--- src/rtl/lcdns_pkg.sv ---
`timescale 1ns / 1ps

package lcdns_pkg;

    // request codes
    localparam logic [2:0] CMD_INIT    = 3'd0;
    localparam logic [2:0] CMD_COMMAND = 3'd1;
    localparam logic [2:0] CMD_DATA    = 3'd2;
    localparam logic [2:0] CMD_CURSOR  = 3'd3;
    localparam logic [2:0] CMD_PRINT   = 3'd4;

    // configuration register indexes
    localparam logic [2:0] CFG_STROBE_HIGH = 3'd0;
    localparam logic [2:0] CFG_SETTLE      = 3'd1;
    localparam logic [2:0] CFG_LONG_CMD    = 3'd2;
    localparam logic [2:0] CFG_POWER_UP    = 3'd3;
    localparam logic [2:0] CFG_FIRST_GAP   = 3'd4;
    localparam logic [2:0] CFG_INIT_GAP    = 3'd5;

    // register reset values
    localparam logic [7:0]  RST_STROBE_HIGH = 8'd1;
    localparam logic [9:0]  RST_SETTLE      = 10'd50;
    localparam logic [15:0] RST_LONG_CMD    = 16'd2000;
    localparam logic [15:0] RST_POWER_UP    = 16'd20000;
    localparam logic [15:0] RST_FIRST_GAP   = 16'd5000;
    localparam logic [9:0]  RST_INIT_GAP    = 10'd150;

    // display command bytes
    localparam logic [7:0] DISP_CLEAR      = 8'h01;
    localparam logic [7:0] RETURN_HOME     = 8'h02;
    localparam logic [7:0] LCD_FUNC_4BIT   = 8'h28;
    localparam logic [7:0] LCD_DISP_OFF    = 8'h08;
    localparam logic [7:0] LCD_ENTRY_MODE  = 8'h06;
    localparam logic [7:0] LCD_DISP_ON     = 8'h0C;
    localparam logic [7:0] LCD_SET_DDRAM   = 8'h80;
    localparam logic [7:0] LCD_ROW2_OFFSET = 8'h40;
    localparam logic [3:0] LCD_WAKE_NIB    = 4'h3;
    localparam logic [3:0] LCD_4BIT_NIB    = 4'h2;
    localparam logic [7:0] ASCII_ZERO      = 8'h30;

    // divide by ten: (v * 0xCCCD) >> 19 is exact for 16-bit v
    localparam logic [15:0] DIV10_MULT  = 16'hCCCD;
    localparam int          DIV10_SHIFT = 19;

    localparam int INIT_JOBS       = 9;
    localparam int QUEUE_DEPTH_DEF = 4;

    // one queued job: an init nibble or a whole byte
    typedef struct packed {
        logic       nib_only;
        logic       first;
        logic       rs;
        logic [7:0] data;
        logic       last;
    } job_t;

    typedef struct packed {
        logic [7:0]  strobe_high;
        logic [9:0]  settle;
        logic [15:0] long_cmd;
        logic [15:0] power_up;
        logic [15:0] first_gap;
        logic [9:0]  init_gap;
    } cfg_t;

    // power-up init run, one job per entry
    function automatic job_t init_job(input logic [3:0] idx);
        job_t j;
        j = '{nib_only: 1'b0, first: 1'b0, rs: 1'b0, data: 8'h00, last: 1'b0};
        unique case (idx)
            4'd0: begin
                j.nib_only = 1'b1;
                j.first    = 1'b1;
                j.data     = {4'h0, LCD_WAKE_NIB};
            end
            4'd1, 4'd2: begin
                j.nib_only = 1'b1;
                j.data     = {4'h0, LCD_WAKE_NIB};
            end
            4'd3: begin
                j.nib_only = 1'b1;
                j.data     = {4'h0, LCD_4BIT_NIB};
            end
            4'd4: j.data = LCD_FUNC_4BIT;
            4'd5: j.data = LCD_DISP_OFF;
            4'd6: j.data = DISP_CLEAR;
            4'd7: j.data = LCD_ENTRY_MODE;
            4'd8: begin
                j.data = LCD_DISP_ON;
                j.last = 1'b1;
            end
            default: j.data = 8'h00;
        endcase
        return j;
    endfunction

endpackage

--- src/rtl/lcdns_front.sv ---
`timescale 1ns / 1ps

module lcdns_front (
    input  logic                aclk,
    input  logic                aresetn,
    input  logic                s_valid,
    output logic                s_ready,
    input  logic [2:0]          s_cmd,
    input  logic [15:0]         s_value,
    input  logic                s_row,
    input  logic [3:0]          s_col,
    output logic                push_valid,
    input  logic                push_ready,
    output lcdns_pkg::job_t     push_job
);
    import lcdns_pkg::*;

    localparam logic [2:0] ST_IDLE   = 3'd0;
    localparam logic [2:0] ST_INIT   = 3'd1;
    localparam logic [2:0] ST_DIV    = 3'd2;
    localparam logic [2:0] ST_DIGITS = 3'd3;
    localparam logic [2:0] ST_ONE    = 3'd4;

    logic [2:0]  state_reg, state_next;
    logic [3:0]  idx_reg, idx_next;
    logic [2:0]  dcnt_reg, dcnt_next;
    logic [15:0] val_reg, val_next;
    job_t        one_job_reg, one_job_next;
    logic [3:0]  digits_reg [5];

    logic [31:0] prod;
    logic [15:0] quot;
    logic [15:0] rem;
    logic        accept;
    logic        push_done;

    assign s_ready   = (state_reg == ST_IDLE);
    assign accept    = s_valid && s_ready;
    assign push_done = push_valid && push_ready;

    // one decimal digit per cycle, least significant first
    assign prod = {16'd0, val_reg} * {16'd0, DIV10_MULT};
    assign quot = prod[31:DIV10_SHIFT] == '0 ? 16'd0 : 16'(prod >> DIV10_SHIFT);
    assign rem  = val_reg - ((quot << 3) + (quot << 1));

    // job presented to the queue
    always_comb begin
        push_valid = 1'b0;
        push_job   = one_job_reg;
        unique case (state_reg)
            ST_INIT: begin
                push_valid = 1'b1;
                push_job   = init_job(idx_reg);
            end
            ST_DIGITS: begin
                push_valid        = 1'b1;
                push_job.nib_only = 1'b0;
                push_job.first    = 1'b0;
                push_job.rs       = 1'b1;
                push_job.data     = ASCII_ZERO | {4'h0, digits_reg[idx_reg[2:0]]};
                push_job.last     = (idx_reg == 4'd0);
            end
            ST_ONE: push_valid = 1'b1;
            default: push_valid = 1'b0;
        endcase
    end

    // request decode and sequencing
    always_comb begin
        state_next   = state_reg;
        idx_next     = idx_reg;
        dcnt_next    = dcnt_reg;
        val_next     = val_reg;
        one_job_next = one_job_reg;
        unique case (state_reg)
            ST_IDLE: begin
                if (accept) begin
                    one_job_next.nib_only = 1'b0;
                    one_job_next.first    = 1'b0;
                    one_job_next.last     = 1'b1;
                    one_job_next.rs       = 1'b0;
                    one_job_next.data     = s_value[7:0];
                    case (s_cmd)
                        CMD_INIT: begin
                            idx_next   = 4'd0;
                            state_next = ST_INIT;
                        end
                        CMD_COMMAND: state_next = ST_ONE;
                        CMD_DATA: begin
                            one_job_next.rs = 1'b1;
                            state_next      = ST_ONE;
                        end
                        CMD_CURSOR: begin
                            one_job_next.data = LCD_SET_DDRAM
                                | (s_row ? LCD_ROW2_OFFSET : 8'h00) | {4'h0, s_col};
                            state_next = ST_ONE;
                        end
                        CMD_PRINT: begin
                            val_next   = s_value;
                            dcnt_next  = 3'd0;
                            state_next = ST_DIV;
                        end
                        default: state_next = ST_IDLE;
                    endcase
                end
            end
            ST_INIT: begin
                if (push_done) begin
                    if (idx_reg == 4'(INIT_JOBS - 1)) begin
                        state_next = ST_IDLE;
                    end else begin
                        idx_next = idx_reg + 4'd1;
                    end
                end
            end
            ST_DIV: begin
                val_next  = quot;
                dcnt_next = dcnt_reg + 3'd1;
                if (quot == 16'd0) begin
                    idx_next   = {1'b0, dcnt_reg};
                    state_next = ST_DIGITS;
                end
            end
            ST_DIGITS: begin
                if (push_done) begin
                    if (idx_reg == 4'd0) begin
                        state_next = ST_IDLE;
                    end else begin
                        idx_next = idx_reg - 4'd1;
                    end
                end
            end
            ST_ONE: begin
                if (push_done) begin
                    state_next = ST_IDLE;
                end
            end
            default: state_next = ST_IDLE;
        endcase
    end

    // control registers
    always_ff @(posedge aclk) begin
        if (!aresetn) begin
            state_reg <= ST_IDLE;
            idx_reg   <= 4'd0;
            dcnt_reg  <= 3'd0;
        end else begin
            state_reg <= state_next;
            idx_reg   <= idx_next;
            dcnt_reg  <= dcnt_next;
        end
    end

    // payload registers
    always_ff @(posedge aclk) begin
        val_reg     <= val_next;
        one_job_reg <= one_job_next;
        if (state_reg == ST_DIV) begin
            digits_reg[dcnt_reg] <= rem[3:0];
        end
    end

    a_dcnt_bound: assert property (@(posedge aclk) disable iff (!aresetn)
        dcnt_reg <= 3'd5)
        else $error("digit count beyond five");

    a_digit_index: assert property (@(posedge aclk) disable iff (!aresetn)
        state_reg == ST_DIGITS |-> idx_reg < {1'b0, dcnt_reg})
        else $error("digit index past stored digits");

endmodule

--- src/rtl/lcdns_queue.sv ---
`timescale 1ns / 1ps

module lcdns_queue #(
    parameter int DEPTH = lcdns_pkg::QUEUE_DEPTH_DEF
) (
    input  logic                aclk,
    input  logic                aresetn,
    input  logic                push_valid,
    output logic                push_ready,
    input  lcdns_pkg::job_t     push_job,
    output logic                pop_valid,
    input  logic                pop_ready,
    output lcdns_pkg::job_t     pop_job
);
    import lcdns_pkg::*;

    localparam int PTR_W = (DEPTH > 1) ? $clog2(DEPTH) : 1;
    localparam int CNT_W = $clog2(DEPTH + 1);

    job_t             slots_reg [DEPTH];
    logic [PTR_W-1:0] wr_ptr_reg, rd_ptr_reg;
    logic [CNT_W-1:0] count_reg;
    logic             do_push, do_pop;

    assign push_ready = (count_reg != CNT_W'(DEPTH));
    assign pop_valid  = (count_reg != '0);
    assign pop_job    = slots_reg[rd_ptr_reg];
    assign do_push    = push_valid && push_ready;
    assign do_pop     = pop_valid && pop_ready;

    // pointers and fill count
    always_ff @(posedge aclk) begin
        if (!aresetn) begin
            wr_ptr_reg <= '0;
            rd_ptr_reg <= '0;
            count_reg  <= '0;
        end else begin
            if (do_push) begin
                wr_ptr_reg <= (wr_ptr_reg == PTR_W'(DEPTH - 1)) ? '0 : wr_ptr_reg + 1'b1;
            end
            if (do_pop) begin
                rd_ptr_reg <= (rd_ptr_reg == PTR_W'(DEPTH - 1)) ? '0 : rd_ptr_reg + 1'b1;
            end
            if (do_push && !do_pop) begin
                count_reg <= count_reg + 1'b1;
            end else if (do_pop && !do_push) begin
                count_reg <= count_reg - 1'b1;
            end
        end
    end

    // job storage
    always_ff @(posedge aclk) begin
        if (do_push) begin
            slots_reg[wr_ptr_reg] <= push_job;
        end
    end

    a_count_bound: assert property (@(posedge aclk) disable iff (!aresetn)
        count_reg <= CNT_W'(DEPTH))
        else $error("queue count beyond depth");

endmodule

--- src/rtl/lcdns_back.sv ---
`timescale 1ns / 1ps

module lcdns_back (
    input  logic                aclk,
    input  logic                aresetn,
    input  lcdns_pkg::cfg_t     cfg,
    input  logic                pop_valid,
    output logic                pop_ready,
    input  lcdns_pkg::job_t     pop_job,
    output logic                m_valid,
    input  logic                m_ready,
    output logic                m_reg_select,
    output logic [3:0]          m_nibble,
    output logic [15:0]         m_lead_us,
    output logic [7:0]          m_pulse_us,
    output logic [16:0]         m_settle_us,
    output logic                m_last
);
    import lcdns_pkg::*;

    logic        busy_reg;
    logic        phase_reg;
    job_t        job_reg;
    logic        m_valid_reg;
    logic        rs_reg;
    logic [3:0]  nib_reg;
    logic [15:0] lead_reg;
    logic [7:0]  pulse_reg;
    logic [16:0] settle_reg;
    logic        last_reg;

    logic        out_free;
    logic        emit;
    logic        done;
    logic        long_cmd;
    logic [15:0] extra;
    logic [3:0]  nib;

    assign pop_ready = !busy_reg;
    assign out_free  = !m_valid_reg || m_ready;
    assign emit      = busy_reg && out_free;
    assign done      = job_reg.nib_only || phase_reg;

    // clear and home in the instruction register add the long wait
    assign long_cmd = !job_reg.rs && (job_reg.data == DISP_CLEAR || job_reg.data == RETURN_HOME);

    // fields of the current transfer
    always_comb begin
        if (job_reg.nib_only) begin
            nib   = job_reg.data[3:0];
            extra = job_reg.first ? cfg.first_gap : {6'd0, cfg.init_gap};
        end else if (phase_reg) begin
            nib   = job_reg.data[3:0];
            extra = long_cmd ? cfg.long_cmd : 16'd0;
        end else begin
            nib   = job_reg.data[7:4];
            extra = 16'd0;
        end
    end

    // job pickup and output valid
    always_ff @(posedge aclk) begin
        if (!aresetn) begin
            busy_reg    <= 1'b0;
            phase_reg   <= 1'b0;
            m_valid_reg <= 1'b0;
        end else begin
            if (emit) begin
                m_valid_reg <= 1'b1;
            end else if (m_valid_reg && m_ready) begin
                m_valid_reg <= 1'b0;
            end
            if (!busy_reg && pop_valid) begin
                busy_reg  <= 1'b1;
                phase_reg <= 1'b0;
            end else if (emit) begin
                if (done) begin
                    busy_reg <= 1'b0;
                end else begin
                    phase_reg <= 1'b1;
                end
            end
        end
    end

    // job and output payload
    always_ff @(posedge aclk) begin
        if (!busy_reg && pop_valid) begin
            job_reg <= pop_job;
        end
        if (emit) begin
            rs_reg     <= job_reg.rs;
            nib_reg    <= nib;
            lead_reg   <= (job_reg.nib_only && job_reg.first) ? cfg.power_up : 16'd0;
            pulse_reg  <= (cfg.strobe_high == 8'd0) ? 8'd1 : cfg.strobe_high;
            settle_reg <= {7'd0, cfg.settle} + {1'b0, extra};
            last_reg   <= job_reg.last && done;
        end
    end

    assign m_valid      = m_valid_reg;
    assign m_reg_select = rs_reg;
    assign m_nibble     = nib_reg;
    assign m_lead_us    = lead_reg;
    assign m_pulse_us   = pulse_reg;
    assign m_settle_us  = settle_reg;
    assign m_last       = last_reg;

    a_nib_one_phase: assert property (@(posedge aclk) disable iff (!aresetn)
        busy_reg && job_reg.nib_only |-> !phase_reg)
        else $error("init nibble entered second phase");

    a_pulse_nonzero: assert property (@(posedge aclk) disable iff (!aresetn)
        m_valid_reg |-> pulse_reg != 8'd0)
        else $error("zero enable time on a transfer");

endmodule

--- src/rtl/char_lcd_nibble_sequencer.sv ---
`timescale 1ns / 1ps

// Character LCD sequencer for a 4-bit display bus.
// Input channel (s_*): one request per transfer: init, command byte, data byte,
// set cursor or print an unsigned decimal number.
// Output channel (m_*): one item per enable strobe with register select,
// nibble, lead wait, enable high time, settle time and a last flag that marks
// the final strobe of each request.
// Configuration channel (cfg_*): always ready; register index and data, to be
// written only while no request is in flight. Unknown indexes are dropped.
// Path: a byte request passes the front end state, a queue slot, the job register
// and the output register; printing first divides out all its decimal digits.
// Output stage: it picks up each job from the queue and then emits its strobes,
// one strobe for an init nibble and two for a byte, so init makes fourteen
// strobes. It takes the next job only after the last strobe of the current one.
// A request with an undecoded code is taken and dropped without any job.
// The front end takes a new request once every job of the previous one sits
// in the job queue, so it runs ahead of the output by the queue depth.
// When the receiver stalls, the output register holds its item, the queue
// fills and the input channel stops after that.
// Reset clears the queue and both state machines and loads the timing
// registers with their power-on values; no clearing pass is needed.

module char_lcd_nibble_sequencer #(
    parameter int QUEUE_DEPTH = lcdns_pkg::QUEUE_DEPTH_DEF
) (
    input  logic         aclk,
    input  logic         aresetn,
    input  logic         s_valid,
    output logic         s_ready,
    input  logic [2:0]   s_cmd,
    input  logic [15:0]  s_value,
    input  logic         s_row,
    input  logic [3:0]   s_col,
    output logic         m_valid,
    input  logic         m_ready,
    output logic         m_reg_select,
    output logic [3:0]   m_nibble,
    output logic [15:0]  m_lead_us,
    output logic [7:0]   m_pulse_us,
    output logic [16:0]  m_settle_us,
    output logic         m_last,
    input  logic         cfg_valid,
    output logic         cfg_ready,
    input  logic [2:0]   cfg_index,
    input  logic [15:0]  cfg_data
);
    import lcdns_pkg::*;

    cfg_t cfg_reg;
    logic push_valid, push_ready;
    job_t push_job;
    logic pop_valid, pop_ready;
    job_t pop_job;

    assign cfg_ready = 1'b1;

    // timing registers
    always_ff @(posedge aclk) begin
        if (!aresetn) begin
            cfg_reg.strobe_high <= RST_STROBE_HIGH;
            cfg_reg.settle      <= RST_SETTLE;
            cfg_reg.long_cmd    <= RST_LONG_CMD;
            cfg_reg.power_up    <= RST_POWER_UP;
            cfg_reg.first_gap   <= RST_FIRST_GAP;
            cfg_reg.init_gap    <= RST_INIT_GAP;
        end else if (cfg_valid && cfg_ready) begin
            case (cfg_index)
                CFG_STROBE_HIGH: cfg_reg.strobe_high <= cfg_data[7:0];
                CFG_SETTLE:      cfg_reg.settle      <= cfg_data[9:0];
                CFG_LONG_CMD:    cfg_reg.long_cmd    <= cfg_data;
                CFG_POWER_UP:    cfg_reg.power_up    <= cfg_data;
                CFG_FIRST_GAP:   cfg_reg.first_gap   <= cfg_data;
                CFG_INIT_GAP:    cfg_reg.init_gap    <= cfg_data[9:0];
                default: ;
            endcase
        end
    end

    // request decode and job generation
    lcdns_front u_front (
        .aclk       (aclk),
        .aresetn    (aresetn),
        .s_valid    (s_valid),
        .s_ready    (s_ready),
        .s_cmd      (s_cmd),
        .s_value    (s_value),
        .s_row      (s_row),
        .s_col      (s_col),
        .push_valid (push_valid),
        .push_ready (push_ready),
        .push_job   (push_job)
    );

    // job queue between front and back
    lcdns_queue #(
        .DEPTH (QUEUE_DEPTH)
    ) u_queue (
        .aclk       (aclk),
        .aresetn    (aresetn),
        .push_valid (push_valid),
        .push_ready (push_ready),
        .push_job   (push_job),
        .pop_valid  (pop_valid),
        .pop_ready  (pop_ready),
        .pop_job    (pop_job)
    );

    // strobe generation
    lcdns_back u_back (
        .aclk         (aclk),
        .aresetn      (aresetn),
        .cfg          (cfg_reg),
        .pop_valid    (pop_valid),
        .pop_ready    (pop_ready),
        .pop_job      (pop_job),
        .m_valid      (m_valid),
        .m_ready      (m_ready),
        .m_reg_select (m_reg_select),
        .m_nibble     (m_nibble),
        .m_lead_us    (m_lead_us),
        .m_pulse_us   (m_pulse_us),
        .m_settle_us  (m_settle_us),
        .m_last       (m_last)
    );

endmodule
--- config.mk ---
export PLATFORM = sky130hd
export DESIGN_NAME = char_lcd_nibble_sequencer
export DESIGN_NICKNAME = d
export VERILOG_FILES = /design/src/rtl/lcdns_pkg.sv /design/src/rtl/lcdns_front.sv /design/src/rtl/lcdns_queue.sv /design/src/rtl/lcdns_back.sv /design/src/rtl/char_lcd_nibble_sequencer.sv
export SDC_FILE = /design/constraint.sdc
export NUM_CORES = 1
export LEC_CHECK = 0
export BUFFER_PORTS_ARGS = -buffer_cell sky130_fd_sc_hd__buf_2
export CAP_MARGIN = 30
export CORE_MARGIN = 8
export CORE_UTILIZATION = 37
export DETAILED_ROUTE_END_ITERATION = 8
export PLACE_DENSITY = 0.56
export SYNTH_ARGS = -nofsm -noshare
export SYNTH_HDL_FRONTEND = slang
export SYNTH_SLANG_ARGS = --single-unit
--- constraint.sdc ---
create_clock -name aclk -period 6.25 [get_ports aclk]
set_clock_uncertainty 0.15 [all_clocks]
set_input_delay 0.625 -clock aclk [delete_from_list [all_inputs] [get_ports aclk]]
set_output_delay 0.625 -clock aclk [all_outputs]
set_load 0.05 [all_outputs]
# Word-level counts from Yosys, hierarchy flattened

Memory sizes are Yosys's and may differ from the RTL's. A register that Yosys moved wholly into a read port is not among the register bits.
Cells that the tools add are included.

Memory bits (writable): 68
Output and inout bits: 50
Bits in registers: 168
Bits of input ports: 48
Memories kept: 2
Word-level logic and storage cells: 180

Add/sub/neg operators: 10
Multiply operators: 1
Reductions and logical operators: 49
Bitwise gates (word level): 3
Equality and inequality tests: 37
Mux-type cells: 54

Memories:

| memory             | words | bits a word | read ports | clocked after Yosys merged registers in | write ports | line              | source |
|---|---|---|---|---|---|---|---|
| u_queue.slots_reg  | 4     | 12          | 1          | 1                                       | 1           | lcdns_queue.sv:20 | `job_t slots_reg [DEPTH];` |
| u_front.digits_reg | 5     | 4           | 1          | 1                                       | 1           | lcdns_front.sv:29 | `logic [3:0] digits_reg [5];` |

Operators with widths:

| cell                                                                  | number |
|---|---|
| 16-bit 2-to-1 mux                                                     | 6 |
| 6-bit one-hot mux with 7 select lines                                 | 1 |
| 3-bit 2-to-1 mux                                                      | 13 |
| 4-bit 2-to-1 mux                                                      | 9 |
| 16-bit by 16-bit multiplier with 32-bit output, second input constant | 1 |
| 16-bit one-hot mux with 2 select lines                                | 1 |
| 12-bit one-hot mux with 2 select lines                                | 1 |
| 3-bit by 2-bit == test with 1-bit output, second input constant       | 6 |
| 2-bit AND reduction                                                   | 9 |
| 10-bit by 16-bit adder with 17-bit output                             | 1 |
| 4-bit by 3-bit == test with 1-bit output, second input constant       | 4 |
| 16-bit zero test                                                      | 1 |
| 4-bit one-hot mux with 4 select lines                                 | 1 |
| 3-bit one-hot mux with 5 select lines                                 | 1 |
| 1-bit 2-to-1 mux                                                      | 14 |
| 13-bit zero test                                                      | 1 |
| 13-bit 2-to-1 mux                                                     | 1 |
| 3-bit == test, second input constant                                  | 4 |
| 2-bit by 1-bit != test with 1-bit output, second input constant       | 6 |
| 1-bit logical AND                                                     | 10 |
| 2-bit != test, second input constant                                  | 5 |
| 2-bit nonzero test                                                    | 5 |
| 3-bit by 1-bit == test with 1-bit output, second input constant       | 3 |
| 3-bit zero test                                                       | 3 |
| other kinds (33)                                                      | 47 |

# Depth between registers and ports, before layout

Gate-level depths: netlist of the first run.

Depth in word-level cells: 8
Gate-level depth with buffers: 23
Gate-level depth less buffers: 23

# By module

From an unflattened synthesis of the first run, not the netlist that was laid out.

Cells, all modules: 1446
Area, all modules: 16115.5 sq um

Modules (own cells, without submodules):

| module                    | seq. area each (sq um) | times used | cells an instance | area an instance (sq um) |
|---|---|---|---|---|
| lcdns_front               | 1611.5                 | 1          | 818               | 7893.8 |
| lcdns_back                | 1831.8                 | 1          | 224               | 3021.6 |
| char_lcd_nibble_sequencer | 1521.5                 | 1          | 291               | 2991.6 |
| lcdns_queue               | 1621.6                 | 1          | 113               | 2208.4 |

# Worst setup path after synthesis of the first run

Ideal clock, no wire load.

Kind: flip-flop to flip-flop
Start: reg u_front.val_reg[6]
End: reg with a tool-made name
Data required time: 5.985 ns
Setup time: 0.115 ns
Cell stages (with the launch flop): 22
Period minus slack after synthesis: 6.183 ns
Buffers on the path: 0
Setup slack: 0.067 ns
Arrival: 5.919 ns
Cell sequence: edfxtp_1 > ha_1 > inv_1 > fa_1 > inv_1 > fa_1 > fa_1 > fa_1 > inv_1 > fa_1 > inv_1 > ha_1 > a21oi_1 > o211a_1 > o21ai_1 > or4b_1 > mux2i_1 > o31ai_1 > and4bb_1 > a31oi_2 > o31a_1 > o21a_1

RTL lines:

| item                   | line               | source |
|---|---|---|
| from (decl)            | lcdns_front.sv:27  | `logic [15:0] val_reg, val_next;` |
| from (signal assigned) | lcdns_front.sv:157 | `val_reg <= val_next;` |

==> results summary, run 1 <==
The largest net degree at the start of global routing is 67. The total clock sinks came out at 251. The remaining max-slew budget at the tightest pin came out at 33.5%.

The total vias in the final route is 11000. The weighted congestion at the end of routability-driven global placement is 0.897. The simple-gate share of the synthesized area is 12.1%. Dividing the detail-routed via count by the number of cells gives 5.04. In this run the clock root is driven by a sky130_fd_sc_hd__clkbuf_16. STA classifies the critical path startpoint as a register.

From synthesis to final layout, the design area changed by 19.2%. CTS built an H-tree with a depth of 1. In this design, the largest share of critical-path delay is due to adder cells. The initial standard-cell utilization of the core came out at 37.2%.

The utilization after layout came out at 44.4%. The chip width is 220 µm. The run finished with clean final reports. After synthesis, the netlist uses 73 different library cells. The total area of multi-input combinational cells came out at 8460 µm². The post-route antenna net violation count is 0. The maximum clock path buffer count is 3.

The netlist area before placement came out at 15500 µm². The first global-routing pass estimated 61.2 mm of wire. The worst path in the final design needs a cycle of 6.09 ns, including I/O delays and setup. The insertion delay to the later sink of the worst-skew pair came out at 0.55 ns. The net count after synthesis came out at 1753.

The post-detailed-placement half-perimeter wirelength came out at 30.1 mm. The number of fill cells is 3883. The routed length per placed instance is 17.9 µm. The number of max-slew violations in the final report came out at 0.

The worst setup path is of the reg2reg kind. The count of placed standard cells in the final layout, fillers left out is 2185. TritonCTS built the clock tree.

The core region area came out at 41600 µm². The Yosys step of the flow raised 0 warnings. The endpoint arrival time on the critical path came out at 6.38 ns. The area share of fa/ha/maj cells after synthesis is 23.0%.

The number of antenna cells inserted came out at 0. At the pin with the least slew margin, the transition time is 0.989 ns. Global routing used 16.0% of the available tracks. The clock-pin slew on the worst setup and hold paths is 0.06 ns. The top fanout value on the critical path came out at 6.

The share of the synthesized area in compound gates (AO/OA/AOI/OAI) came out at 9.43%. Of all flip-flops after synthesis, the portion carrying an async set or reset was 0%. The sequential cell area came out at 6550 µm². The required arrival time at the worst endpoint came out at 6.53 ns. The count of final hold-check violations came out at 0. STA classifies the critical path endpoint as a register. Counting cells, the worst reg-to-reg path comes to 21. The synthesized area per cell came out at 10.5 µm². The number of buffers inserted during clock tree synthesis is 28.

In this run the most critical hold path is launched from cfg_data[14]. The number of cells produced by synthesis came out at 1469. The sequential share of the synthesized area is 42.3%. The final-report setup violation count is 0. The main combinational cell family by area after synthesis is adder cells. Among all stages on the critical path, the largest delay is contributed by sky130_fd_sc_hd__fa_2. The pre-antenna-repair detailed-routing pass consisted of 5 iterations. The xor/xnor share of the synthesized area came out at 2.43%. The hold buffer count at cts is 0. The tool flagged a number of max-cap violations equal to 0.

In the finished design, the share of the clock period the worst path needs comes to 97.5%. In this run, placement finished with an instance count of 2118. For this run, the post-layout net count is 1908. The die area came out at 48600 µm². From bottom edge to top edge, the die measures 220 µm. The origin of the critical flop-to-flop path is u_front.val_reg[7]. The number of DRC markers after the initial detailed-route iteration is 743. The multiplexer share of the synthesized area is 4.44%.

The quantity of I/O buffers inserted on ports is 96. The number of placement rows is 75. Summed over all layers, the routed wires come to 39.0 mm. The end of the worst hold path is cfg_reg[24]. The count of buffering cells on the critical path with inverters included came out at 4. The via count of the first global-routing pass came out at 11300. The flip-flop count of the largest register, all copies and words added is 76. The critical path goes through buf_6 > ha_4 > inv_4 > fa_1 > inv_2 > fa_1 > fa_2 > fa_1 > fa_1 > ha_4 > buf_6 > nand4_1 > o211ai_1 > o31ai_1 > a31oi_1 > a41oi_2 > xor2_1 > and3_1 > a31oi_4 > nor2_4 > o221a_1. The most used flip-flop cell after synthesis is sky130_fd_sc_hd__edfxtp_1. The worst hold path passes through 3 cells. In this design, the critical path's most frequently occurring cell is sky130_fd_sc_hd__fa_1. The worst reg-to-reg setup slack is 0.16 ns. The number of register bits inferred by synthesis came out at 251.

The longest individual stage delay on the worst path came out at 0.60 ns. After detailed routing, the number of remaining DRC violations is 0. The initial antenna violation count was 0. Counting flops with a built-in enable in the synthesized netlist gives 152.

The count of boundary I/O pins came out at 98. The share of cells above drive strength 1 is 21.1%. Based on the critical path, the design can be clocked at up to 0.164 GHz. In the layout the commonest cells are sky130_fd_sc_hd__nand2_1 (218), sky130_fd_sc_hd__inv_1 (181), sky130_fd_sc_hd__edfxtp_1 (152), sky130_fd_sc_hd__ha_1 (129), sky130_fd_sc_hd__dfxtp_1 (99).

The library cell used most frequently in the layout, excluding fill and tap cells, is sky130_fd_sc_hd__nand2_1. The path class of the tightest hold or removal check is in2reg. For this run the aggregate overflow at the end of global routing stands at 0. Setup repair after global routing could not meet its margin everywhere.
synth_stat cells, drive strengths merged (9+ instances only):
library cell	number	share of area, %
a21o	10	0.49
a21oi	104	3.4
a22o	12	0.68
and2	18	0.73
and3	25	1.0
clkbuf	55	1.4
dfxtp	99	13
edfxtp	152	30
fa	81	10
ha	155	13
inv	189	4.6
mux2	21	1.5
mux2i	9	0.58
mux4	16	2.3
nand2	220	5.3
nand3	40	1.3
nand4	10	0.40
nor2	45	1.1
nor2b	9	0.36
nor3	10	0.32
o21ai	39	1.3
xnor2	27	1.5
xor2	16	0.91
layout make-up:
| type | count | area share, % |
|---|---|---|
| timing repair buffer | 187 | 6.52 |
| multi-input combinational | 967 | 45.9 |
| tap | 539 | 3.66 |
| inverter | 189 | 3.86 |
| sequential | 251 | 35.5 |
| clock inverter | 11 | 0.387 |
| clock buffer | 41 | 4.23 |
worst max-delay path by stage:
| stage | startpoint | endpoint | cells after the start | slack (ns) |
|---|---|---|---|---|
| 4_1_cts | u_front.val_reg[7] | u_front.idx_reg[3] | 22 | 0.0002 |
| 2_1_floorplan | u_front.val_reg[6] | register | 21 | 0.07 |
| 5_1_grt | u_front.val_reg[2] | register | 21 | -0.05 |
| 3_5_place_dp | u_front.val_reg[2] | register | 22 | -0.19 |
| 3_3_place_gp | u_front.val_reg[2] | register | 21 | -0.11 |
| 6_report | u_front.val_reg[7] | register | 21 | 0.16 |
metrics by stage:
step	setup TNS (ns)	setup WS, ns	area (µm²)	hold WS, ns
5_1_grt	-0.118	-0.0506	18400	0.177
3_5_place_dp	-1.60	-0.188	17000	0.292
4_1_cts	0	0.000161	18000	0.165
6_report	0	0.156	18400	0.185
3_3_place_gp	-0.745	-0.107	16900	0.288
2_1_floorplan	0	0.0667	15500	0.277
metal layers:
layer	global-route usage, %	part of all wire [%]	up-vias
met5	0	0	-
met1	21.8	46	5359
met3	2.41	4.7	60
met2	26.2	46	256
met4	4.99	2.9	0
li1	-	-	5345
worst register-to-register path, delay by kind of cell (launching register included):
kind	cells	cell delay, ns
compound gates	6	1.33
xor+xnor	1	0.20
fa+ha+maj	7	3.09
buf+inv	4	0.37
flops	1	0.47
simple gates	3	0.38
cells by family (layout without fill, tap and decap cells):
| family | Yosys count | count (layout) |
|---|---|---|
| AND/OR/NAND/NOR | 408 | 408 |
| flip-flops | 251 | 251 |
| buffers and inverters | 251 | 428 |
| adder cells (fa/ha/maj) | 236 | 236 |
| AO/OA/AOI/OAI | 233 | 233 |
| multiplexers | 46 | 46 |
| XOR/XNOR | 43 | 43 |
| other | 1 | 1 |
what timing repair did:
action                     CTS  global route
gates resized for setup     22            70
buffers inserted             4            11
pin swaps                   11            62
setup endpoints to repair   18            24
Power of run 1 is left out: the tool's default activity adds up to more than one toggle a clock period on the data nets, which glitch-free logic cannot reach.
==> run 2, diff against run 1 <==
--- a/config.mk
+++ b/config.mk
@@ -10,7 +10,7 @@
 export CORE_MARGIN = 8
 export CORE_UTILIZATION = 37
 export DETAILED_ROUTE_END_ITERATION = 8
-export PLACE_DENSITY = 0.56
+export PLACE_DENSITY = 0.54
 export SYNTH_ARGS = -nofsm -noshare
 export SYNTH_HDL_FRONTEND = slang
 export SYNTH_SLANG_ARGS = --single-unit
==> constraint.sdc (replaced) <==
create_clock -name aclk -period 6.7 [get_ports aclk]
set_clock_uncertainty 0.15 [all_clocks]
set_input_delay 0.67 -clock aclk [delete_from_list [all_inputs] [get_ports aclk]]
set_output_delay 0.67 -clock aclk [all_outputs]
set_load 0.05 [all_outputs]
==> results summary, run 2 (synthesis results as in run 1) <==
The global routing stage identified its most utilized layer as met2. The count of final hold-check violations came out at 0 (unchanged). The utilization after layout came out at 42.5% (-1.9 points). The initial antenna violation count was 0 (unchanged).

The longest individual stage delay on the worst path is 0.55 ns (-0.05 ns). The signal on the critical path passes through ha_1 > xor2_1 > ha_1 > a21o_1 > fa_1 > fa_1 > fa_1 > inv_1 > fa_1 > inv_1 > ha_1 > a21oi_2 > o211a_1 > o21ai_1 > or4b_1 > mux2i_1 > o31ai_1 > and4bb_1 > a31oi_4 > o31a_1 > o21a_1. The worst setup path is captured at a register.

The flip-flop count of the largest register, all copies and words added is 76 (unchanged). The final global-route overflow total is 0 (unchanged). The number of buffers inserted during clock tree synthesis came out at 28 (unchanged).

The routed length per placed instance came out at 18.1 µm (+1.6%). The met1 track utilization from global routing was 21.7% (-0.050 points). The minimum period implied by the final worst setup slack is 6.45 ns (+0.353 ns).

The remaining max-slew budget at the tightest pin came out at 36.2% (+2.7 points). The routing usage on met2 came out at 25.9% (-0.25 points). TritonCTS built the clock tree. The type of the worst setup path is reg2reg. The number of placement rows is 75 (unchanged). The count of buffering cells on the critical path with inverters included is 2 (-2). The via density per instance was 5.03 (-0.24%). The final period utilization is 96.2% (-1.3 points). The insertion delay to the later sink of the worst-skew pair is 0.56 ns (about the same). The number of violations of the max-capacitance limit was 0 (unchanged). The quantity of I/O buffers inserted on ports is 96 (unchanged). The count of TritonRoute iterations in the first routing pass came to 4 (-1). STA classifies the critical path startpoint as a register. The slew at the pin with the worst max-slew slack is 0.958 ns (-0.0311 ns). The maximum clock path buffer count came out at 3 (unchanged).

Among the stages of the critical path, the cell type that occurs most often is sky130_fd_sc_hd__fa_1. The min-delay analysis places its worst path in the category in2reg. The count of boundary I/O pins came to 98 (unchanged). The number of antenna cells inserted is 0 (unchanged). The final worst setup slack came out at 0.252 ns (+0.0966 ns). The die area came out at 48600 µm² (unchanged).

The height of the die came out at 220 µm (unchanged). The highest attainable clock frequency came to 0.155 GHz (-5.5%). The initial standard-cell utilization of the core is 37.2% (unchanged). The endpoint arrival time on the critical path is 6.74 ns (+0.36 ns). The required arrival time at the worst endpoint came to 6.99 ns (+0.46 ns). The number of max-slew violations in the final report came out at 0 (unchanged). The net count of the finished layout came to 1843 (-3.4%). The via count of the first global-routing pass is 10900 (-3.6%).

The kind of cell with the highest combined delay along the critical path is adder cells. Leaving out fill and tap cells, the most frequent cells in the layout are sky130_fd_sc_hd__nand2_1 (220), sky130_fd_sc_hd__inv_1 (188), sky130_fd_sc_hd__ha_1 (154), sky130_fd_sc_hd__edfxtp_1 (152), sky130_fd_sc_hd__a21oi_1 (102). The clock-pin slew on the worst setup and hold paths is 0.06 ns (about the same). The hold buffer count at cts is 0 (unchanged). The post-detailed-placement half-perimeter wirelength came out at 29.9 mm (-0.56%). The residual DRC count came to 0 (unchanged). The total clock sinks came out at 251 (unchanged). The combined global-route utilization of all metal layers is 15.9% (-0.18 points).

The global routing usage on met3 is 2.17% (-0.23 points). The largest net degree at the start of global routing is 67 (unchanged). The chip width came out at 220 µm (unchanged).

The weighted congestion at the end of routability-driven global placement came out at 0.912 (+1.7%). The flow ran to the end, and the final reports show no timing, DRC or antenna violations. The area added between synthesis and finish came out at 14.2%. Leaving out fill and tap cells, the most frequent cell in the layout is sky130_fd_sc_hd__nand2_1. The share of cells above drive strength 1 is 14.5% (-6.6 points).

The count of placed standard cells in the final layout, fillers left out came out at 2120 (-3.0%). The core region area came to 41600 µm² (unchanged). The worst slack after detailed placement came out at 0.146 ns (+0.335 ns). The global-route wire length before repair is 60.5 mm (-1.1%). The wire length reported by the detailed router came out at 38.5 mm (-1.5%).

The number of DRC markers after the initial detailed-route iteration is 671 (-9.7%). The total vias in the final route is 10700 (-3.2%). The number of cells after detailed placement came out at 2061 (-2.7%).

The top fanout value on the critical path is 6 (unchanged). The number of H-tree levels is 1 (unchanged). The cell at the slowest stage of the critical path is sky130_fd_sc_hd__fa_1. The post-route antenna net violation count is 0 (unchanged). The final-report setup violation count came out at 0 (unchanged). The master cell of the clock root buffer is sky130_fd_sc_hd__clkbuf_16.
run 2: cell count changes in the layout (fill, tap and decap cells not counted), moves of 4 or more:
cell                        change
sky130_fd_sc_hd__a21oi_1       +11
sky130_fd_sc_hd__a21oi_2        -8
sky130_fd_sc_hd__buf_4         -59
sky130_fd_sc_hd__buf_6          -6
sky130_fd_sc_hd__bufinv_16      +5
sky130_fd_sc_hd__clkbuf_1       -8
sky130_fd_sc_hd__ha_1          +25
sky130_fd_sc_hd__ha_2           -4
sky130_fd_sc_hd__ha_4          -21
sky130_fd_sc_hd__inv_1          +7
sky130_fd_sc_hd__inv_2          -6
run 2: routing by layer:
metal / share of wire [%] / up-vias / wire (µm)
li1: - / 5217 / -
met1: 47 / 5161 / 18100
met2: 46 / 232 / 17600
met3: 4.7 / 57 / 1810
met4: 2.6 / 0 / 996
met5: 0 / - / 0
run 2: final timing paths:
path | startpoint | end | slack [ns] | cells after the start
max | u_front.val_reg[1] | register | 0.25 | 21
min | cfg_data[14] | cfg_reg[40] | 0.22 | 3
max reg2reg | u_front.val_reg[1] | register | 0.25 | 21
min reg2reg | cfg_reg[33] | cfg_reg[33] | 0.30 | 2
run 2: area by class of cell:
cell class,count,area (µm²)
fillers,4021,23900
multi-input cells,967,8040
flip-flops and latches,251,6550
clock buffers,33,749
inverters,189,709
repair buffers,122,699
well taps,539,674
clock inverters,19,250
run 2: timing repair:
| item | CTS | global route |
|---|---|---|
| resized for setup | 0 | 14 |
| endpoints found under the setup margin | 0 | 14 |
| buffers inserted | 0 | 6 |
run 2: tightest hold or removal path, stage by stage:
cell                      delay [ns]
sky130_fd_sc_hd__buf_2          0.10
sky130_fd_sc_hd__nand2_1        0.05
sky130_fd_sc_hd__nand3_1        0.07
run 2: stage by stage:
step	TNS [ns]	instance area [µm²]	hold slack, ns
floorplan	0	15500	0.277
global placement	0	16500	0.288
global route	-0.124	17700	0.206
finish	0	17700	0.218
CTS	0	17500	0.186
detailed placement	0	16500	0.294
Power of run 2 is left out for the same reason.
==> run 3, diff against run 2 <==
--- a/config.mk
+++ b/config.mk
@@ -13,4 +13,5 @@
 export PLACE_DENSITY = 0.54
 export SYNTH_ARGS = -nofsm -noshare
 export SYNTH_HDL_FRONTEND = slang
+export SYNTH_HIERARCHICAL = 1
 export SYNTH_SLANG_ARGS = --single-unit
==> results summary, run 3 <==
The flip-flop count of the largest register, all copies and words added came out at 76 (unchanged). The path class of the tightest hold or removal check is in2reg. The net count after synthesis came out at 1732 (-1.2%).

The area growth from synthesis to layout is 13.1%. The tree is rooted in a sky130_fd_sc_hd__clkbuf_16. The largest net degree at the start of global routing is 99 (+48%). The worst setup path is of the reg2reg kind. The library cells used most frequently in the layout, excluding fill and tap cells, are sky130_fd_sc_hd__inv_1 (184), sky130_fd_sc_hd__ha_1 (154), sky130_fd_sc_hd__edfxtp_1 (152), sky130_fd_sc_hd__nand2_1 (145), sky130_fd_sc_hd__dfxtp_1 (101).

The clock-pin slew on the worst setup and hold paths is 0.07 ns (about the same). The worst slack after detailed placement is 0.254 ns (+0.108 ns). The count of flip-flops with a built-in enable after synthesis is 152 (unchanged). The largest vdd supply drop came out at 740 µV. Leaving out fill and tap cells, the most frequent cell in the layout is sky130_fd_sc_hd__inv_1.

The weighted congestion at the end of routability-driven global placement is 0.874 (-4.1%). The share of synthesized registers carrying an async set or reset is 0% (unchanged). The startpoint class of the critical path is a register. The count of final hold-check violations is 0 (unchanged). The post-route antenna net violation count came out at 0 (unchanged). The sequential share of the synthesized area came to 40.9% (-1.4 points). The highest attainable clock frequency is 0.155 GHz (about the same). The final global-route overflow total is 0 (unchanged). The utilization after layout came out at 42.3% (-0.16 points).

Of all cell types, the one taking the most synthesized area is sky130_fd_sc_hd__edfxtp_1. The netlist area before placement came out at 16100 µm² (+4.2%). Sorting the synthesized cells by area gives the leading types as sky130_fd_sc_hd__edfxtp_1 (28%), sky130_fd_sc_hd__dfxtp_1 (13%), sky130_fd_sc_hd__ha_1 (12%). The number of antenna cells inserted came out at 0 (unchanged). The die area is 50500 µm² (+3.9%). The minimum period implied by the final worst setup slack is 6.45 ns (+0.00457 ns).

The via count of the first global-routing pass came out at 11000 (+1.1%). The maximum clock path buffer count came out at 3 (unchanged). The final worst setup slack is 0.248 ns (-0.00457 ns).

The via density per instance came out at 4.99 (-0.87%). The global-route wire length before repair is 60.7 mm (+0.28%). The share of the synthesized area in the top cell type is 28.3% (-1.2 points). The worst reg-to-reg setup slack is 0.25 ns (about the same). The run finished with clean final reports. The required arrival time at the worst endpoint was 7.03 ns (+0.04 ns). The endpoint arrival time on the critical path is 6.78 ns (+0.04 ns). The count of placed standard cells in the final layout, fillers left out is 2141 (+0.99%). The count of TritonRoute iterations in the first routing pass came out at 6 (+2). The net count of the finished layout is 1819 (-1.3%). The number of buffers inserted during clock tree synthesis is 29 (+3.6%).

The number of max-slew violations in the final report is 0 (unchanged). The number of H-tree levels was 1 (unchanged). The routed length per placed instance came out at 18.0 µm (-0.69%). The height of the die is 225 µm (+1.9%).

The core region area came to 43100 µm² (+3.6%). Among all cell types in the netlist, the one instantiated most often is sky130_fd_sc_hd__inv_1. The total clock sinks came out at 253 (+0.80%). The total number of yosys warnings came out at 6 (+6). The total vias in the final route is 10700 (+0.11%). The final-report setup violation count is 0 (unchanged). The count of boundary I/O pins came out at 98 (unchanged).

The number of cells after detailed placement is 2077 (+0.78%). The chip width came out at 225 µm (+1.9%). The synthesized area per cell came out at 11.1 µm² (+5.8%).

Setup repair after global routing could not meet its margin everywhere. For this design the static power due to leakage is 7.99 nW. The number of violations of the max-capacitance limit came to 0 (unchanged). The number of distinct library cell variants in the gate-level netlist after synthesis came out at 85 (+16%).

The top fanout value on the critical path is 7 (+1). The power density of the placed cells came out at 549 nW/µm². The share of cells above drive strength 1 is 15.3% (+0.81 points). The number of DRC markers after the initial detailed-route iteration came to 587 (-13%). The wire length reported by the detailed router is 38.6 mm (+0.29%).

The number of placement rows is 76 (+1.3%). The number of fill cells came to 4110 (+2.2%). The sort of element at the end of the critical path is a register. The final period utilization came out at 96.3% (about the same). The clock tree from TritonCTS is built. The remaining max-slew budget at the tightest pin is 36.4% (+0.21 points). The number of register bits inferred by synthesis came out at 253 (+0.80%). The quantity of I/O buffers inserted on ports came out at 96 (unchanged). The slew at the pin with the worst max-slew slack is 0.954 ns (-0.00312 ns). The post-detailed-placement half-perimeter wirelength is 29.5 mm (-1.5%). Counting instances in the post-synthesis netlist gives the leading cell types as sky130_fd_sc_hd__inv_1 (185), sky130_fd_sc_hd__ha_1 (157), sky130_fd_sc_hd__edfxtp_1 (152).

The residual DRC count came out at 0 (unchanged). The initial standard-cell utilization of the core came to 37.4% (+0.20 points). For this run, the leading register cell type out of synthesis is sky130_fd_sc_hd__edfxtp_1. The insertion delay to the later sink of the worst-skew pair is 0.56 ns (about the same). The initial antenna violation count is 1 (+1). The combined global-route utilization of all metal layers is 15.1% (-0.75 points). The number of cells produced by synthesis came to 1446 (-1.6%).
run 3: cell count changes in the layout (fill, tap and decap cells not counted), sizes merged, moves of 5 or more:
cell,before,now
mux2i,9,87
nand2,220,146
a21oi,104,47
nor2b,9,50
nand3,40,18
clkbuf,33,45
clkinv,11,4
o21ai,39,45
nor4,4,9
o31ai,2,7
xnor2,27,22
run 3: worst max-delay path, stage by stage (launching register included):
cell and delay (ns):
sky130_fd_sc_hd__edfxtp_1 0.54, sky130_fd_sc_hd__ha_1 0.37, sky130_fd_sc_hd__inv_1 0.10, sky130_fd_sc_hd__fa_1 0.56, sky130_fd_sc_hd__inv_1 0.06, sky130_fd_sc_hd__fa_1 0.51, sky130_fd_sc_hd__fa_1 0.54, sky130_fd_sc_hd__inv_1 0.05
sky130_fd_sc_hd__fa_1 0.56, sky130_fd_sc_hd__inv_1 0.05, sky130_fd_sc_hd__ha_1 0.29, sky130_fd_sc_hd__ha_1 0.37, sky130_fd_sc_hd__nand2_1 0.25, sky130_fd_sc_hd__nor2_1 0.12, sky130_fd_sc_hd__a32oi_2 0.30, sky130_fd_sc_hd__a21oi_2 0.11
sky130_fd_sc_hd__or2_4 0.28, sky130_fd_sc_hd__mux2_4 0.31, sky130_fd_sc_hd__o21ai_2 0.17, sky130_fd_sc_hd__or3_4 0.15, sky130_fd_sc_hd__a2bb2oi_4 0.29, sky130_fd_sc_hd__mux2i_1 0.23
run 3: layout make-up:
cell class	instances	area, µm²	area share (%)
sequential	253	6590	36.1
clock buffer	45	868	4.76
timing repair buffer	119	668	3.66
inverter	185	694	3.81
multi-input combinational	945	8570	47.0
clock inverter	9	110	0.604
tap	585	732	4.01
run 3: metal layers:
metal,share of wire [%],routed length [µm],global-route usage (%)
met2,46,17800,25.2
met5,0.029,11,0
met3,4.8,1840,2.80
met4,2.2,863,3.95
met1,47,18100,20.0
run 3: path summary, 6_finish.rpt:
| path | startpoint | end | cells past startpoint |
|---|---|---|---|
| max | u_front/val_reg[12] | register | 21 |
| min | cfg_data[10] | cfg_reg[20] | 3 |
| max reg2reg | u_front/val_reg[12] | register | 21 |
| min reg2reg | cfg_reg[43] | cfg_reg[43] | 2 |
run 3: timing repair:
item                                    CTS  global route
resized for setup                         0             5
endpoints found under the setup margin    0            13
hold buffers                              0             0
setup buffers                             0             9
run 3: power by group:
| group | total [mW] | switching, mW | internal (mW) | leakage (nW) |
|---|---|---|---|---|
| Combinational | 5.93 | 3.80 | 2.13 | 5.28 |
| Clock | 1.62 | 0.645 | 0.971 | 0.482 |
| Sequential | 2.46 | 0.121 | 2.34 | 2.23 |
| Total | 10.0 | 4.56 | 5.44 | 7.99 |
run 3: logic make-up after synthesis:
group	after synthesis	synth area share (%)
flops	253	40.9
xor+xnor	39	2.12
simple gates	358	11.6
compound gates	182	7.67
buf+inv	248	6.13
other cells	1	0.0233
fa+ha+maj	238	22.3
mux	127	9.34
run 3: stage by stage:
| step | TNS [ns] | total power [mW] | hold slack, ns | instance area [µm²] |
|---|---|---|---|---|
| finish | 0 | 10.0 | 0.248 | 18200 |
| global route | -0.0165 | 10.8 | 0.234 | 18200 |
| CTS | 0 | 9.93 | 0.221 | 18100 |
| detailed placement | 0 | 8.23 | 0.297 | 17100 |
| global placement | 0 | 8.24 | 0.292 | 17100 |
| floorplan | 0 | 6.83 | 0.278 | 16100 |
No activity file was read; power rests on OpenSTA's default activity.
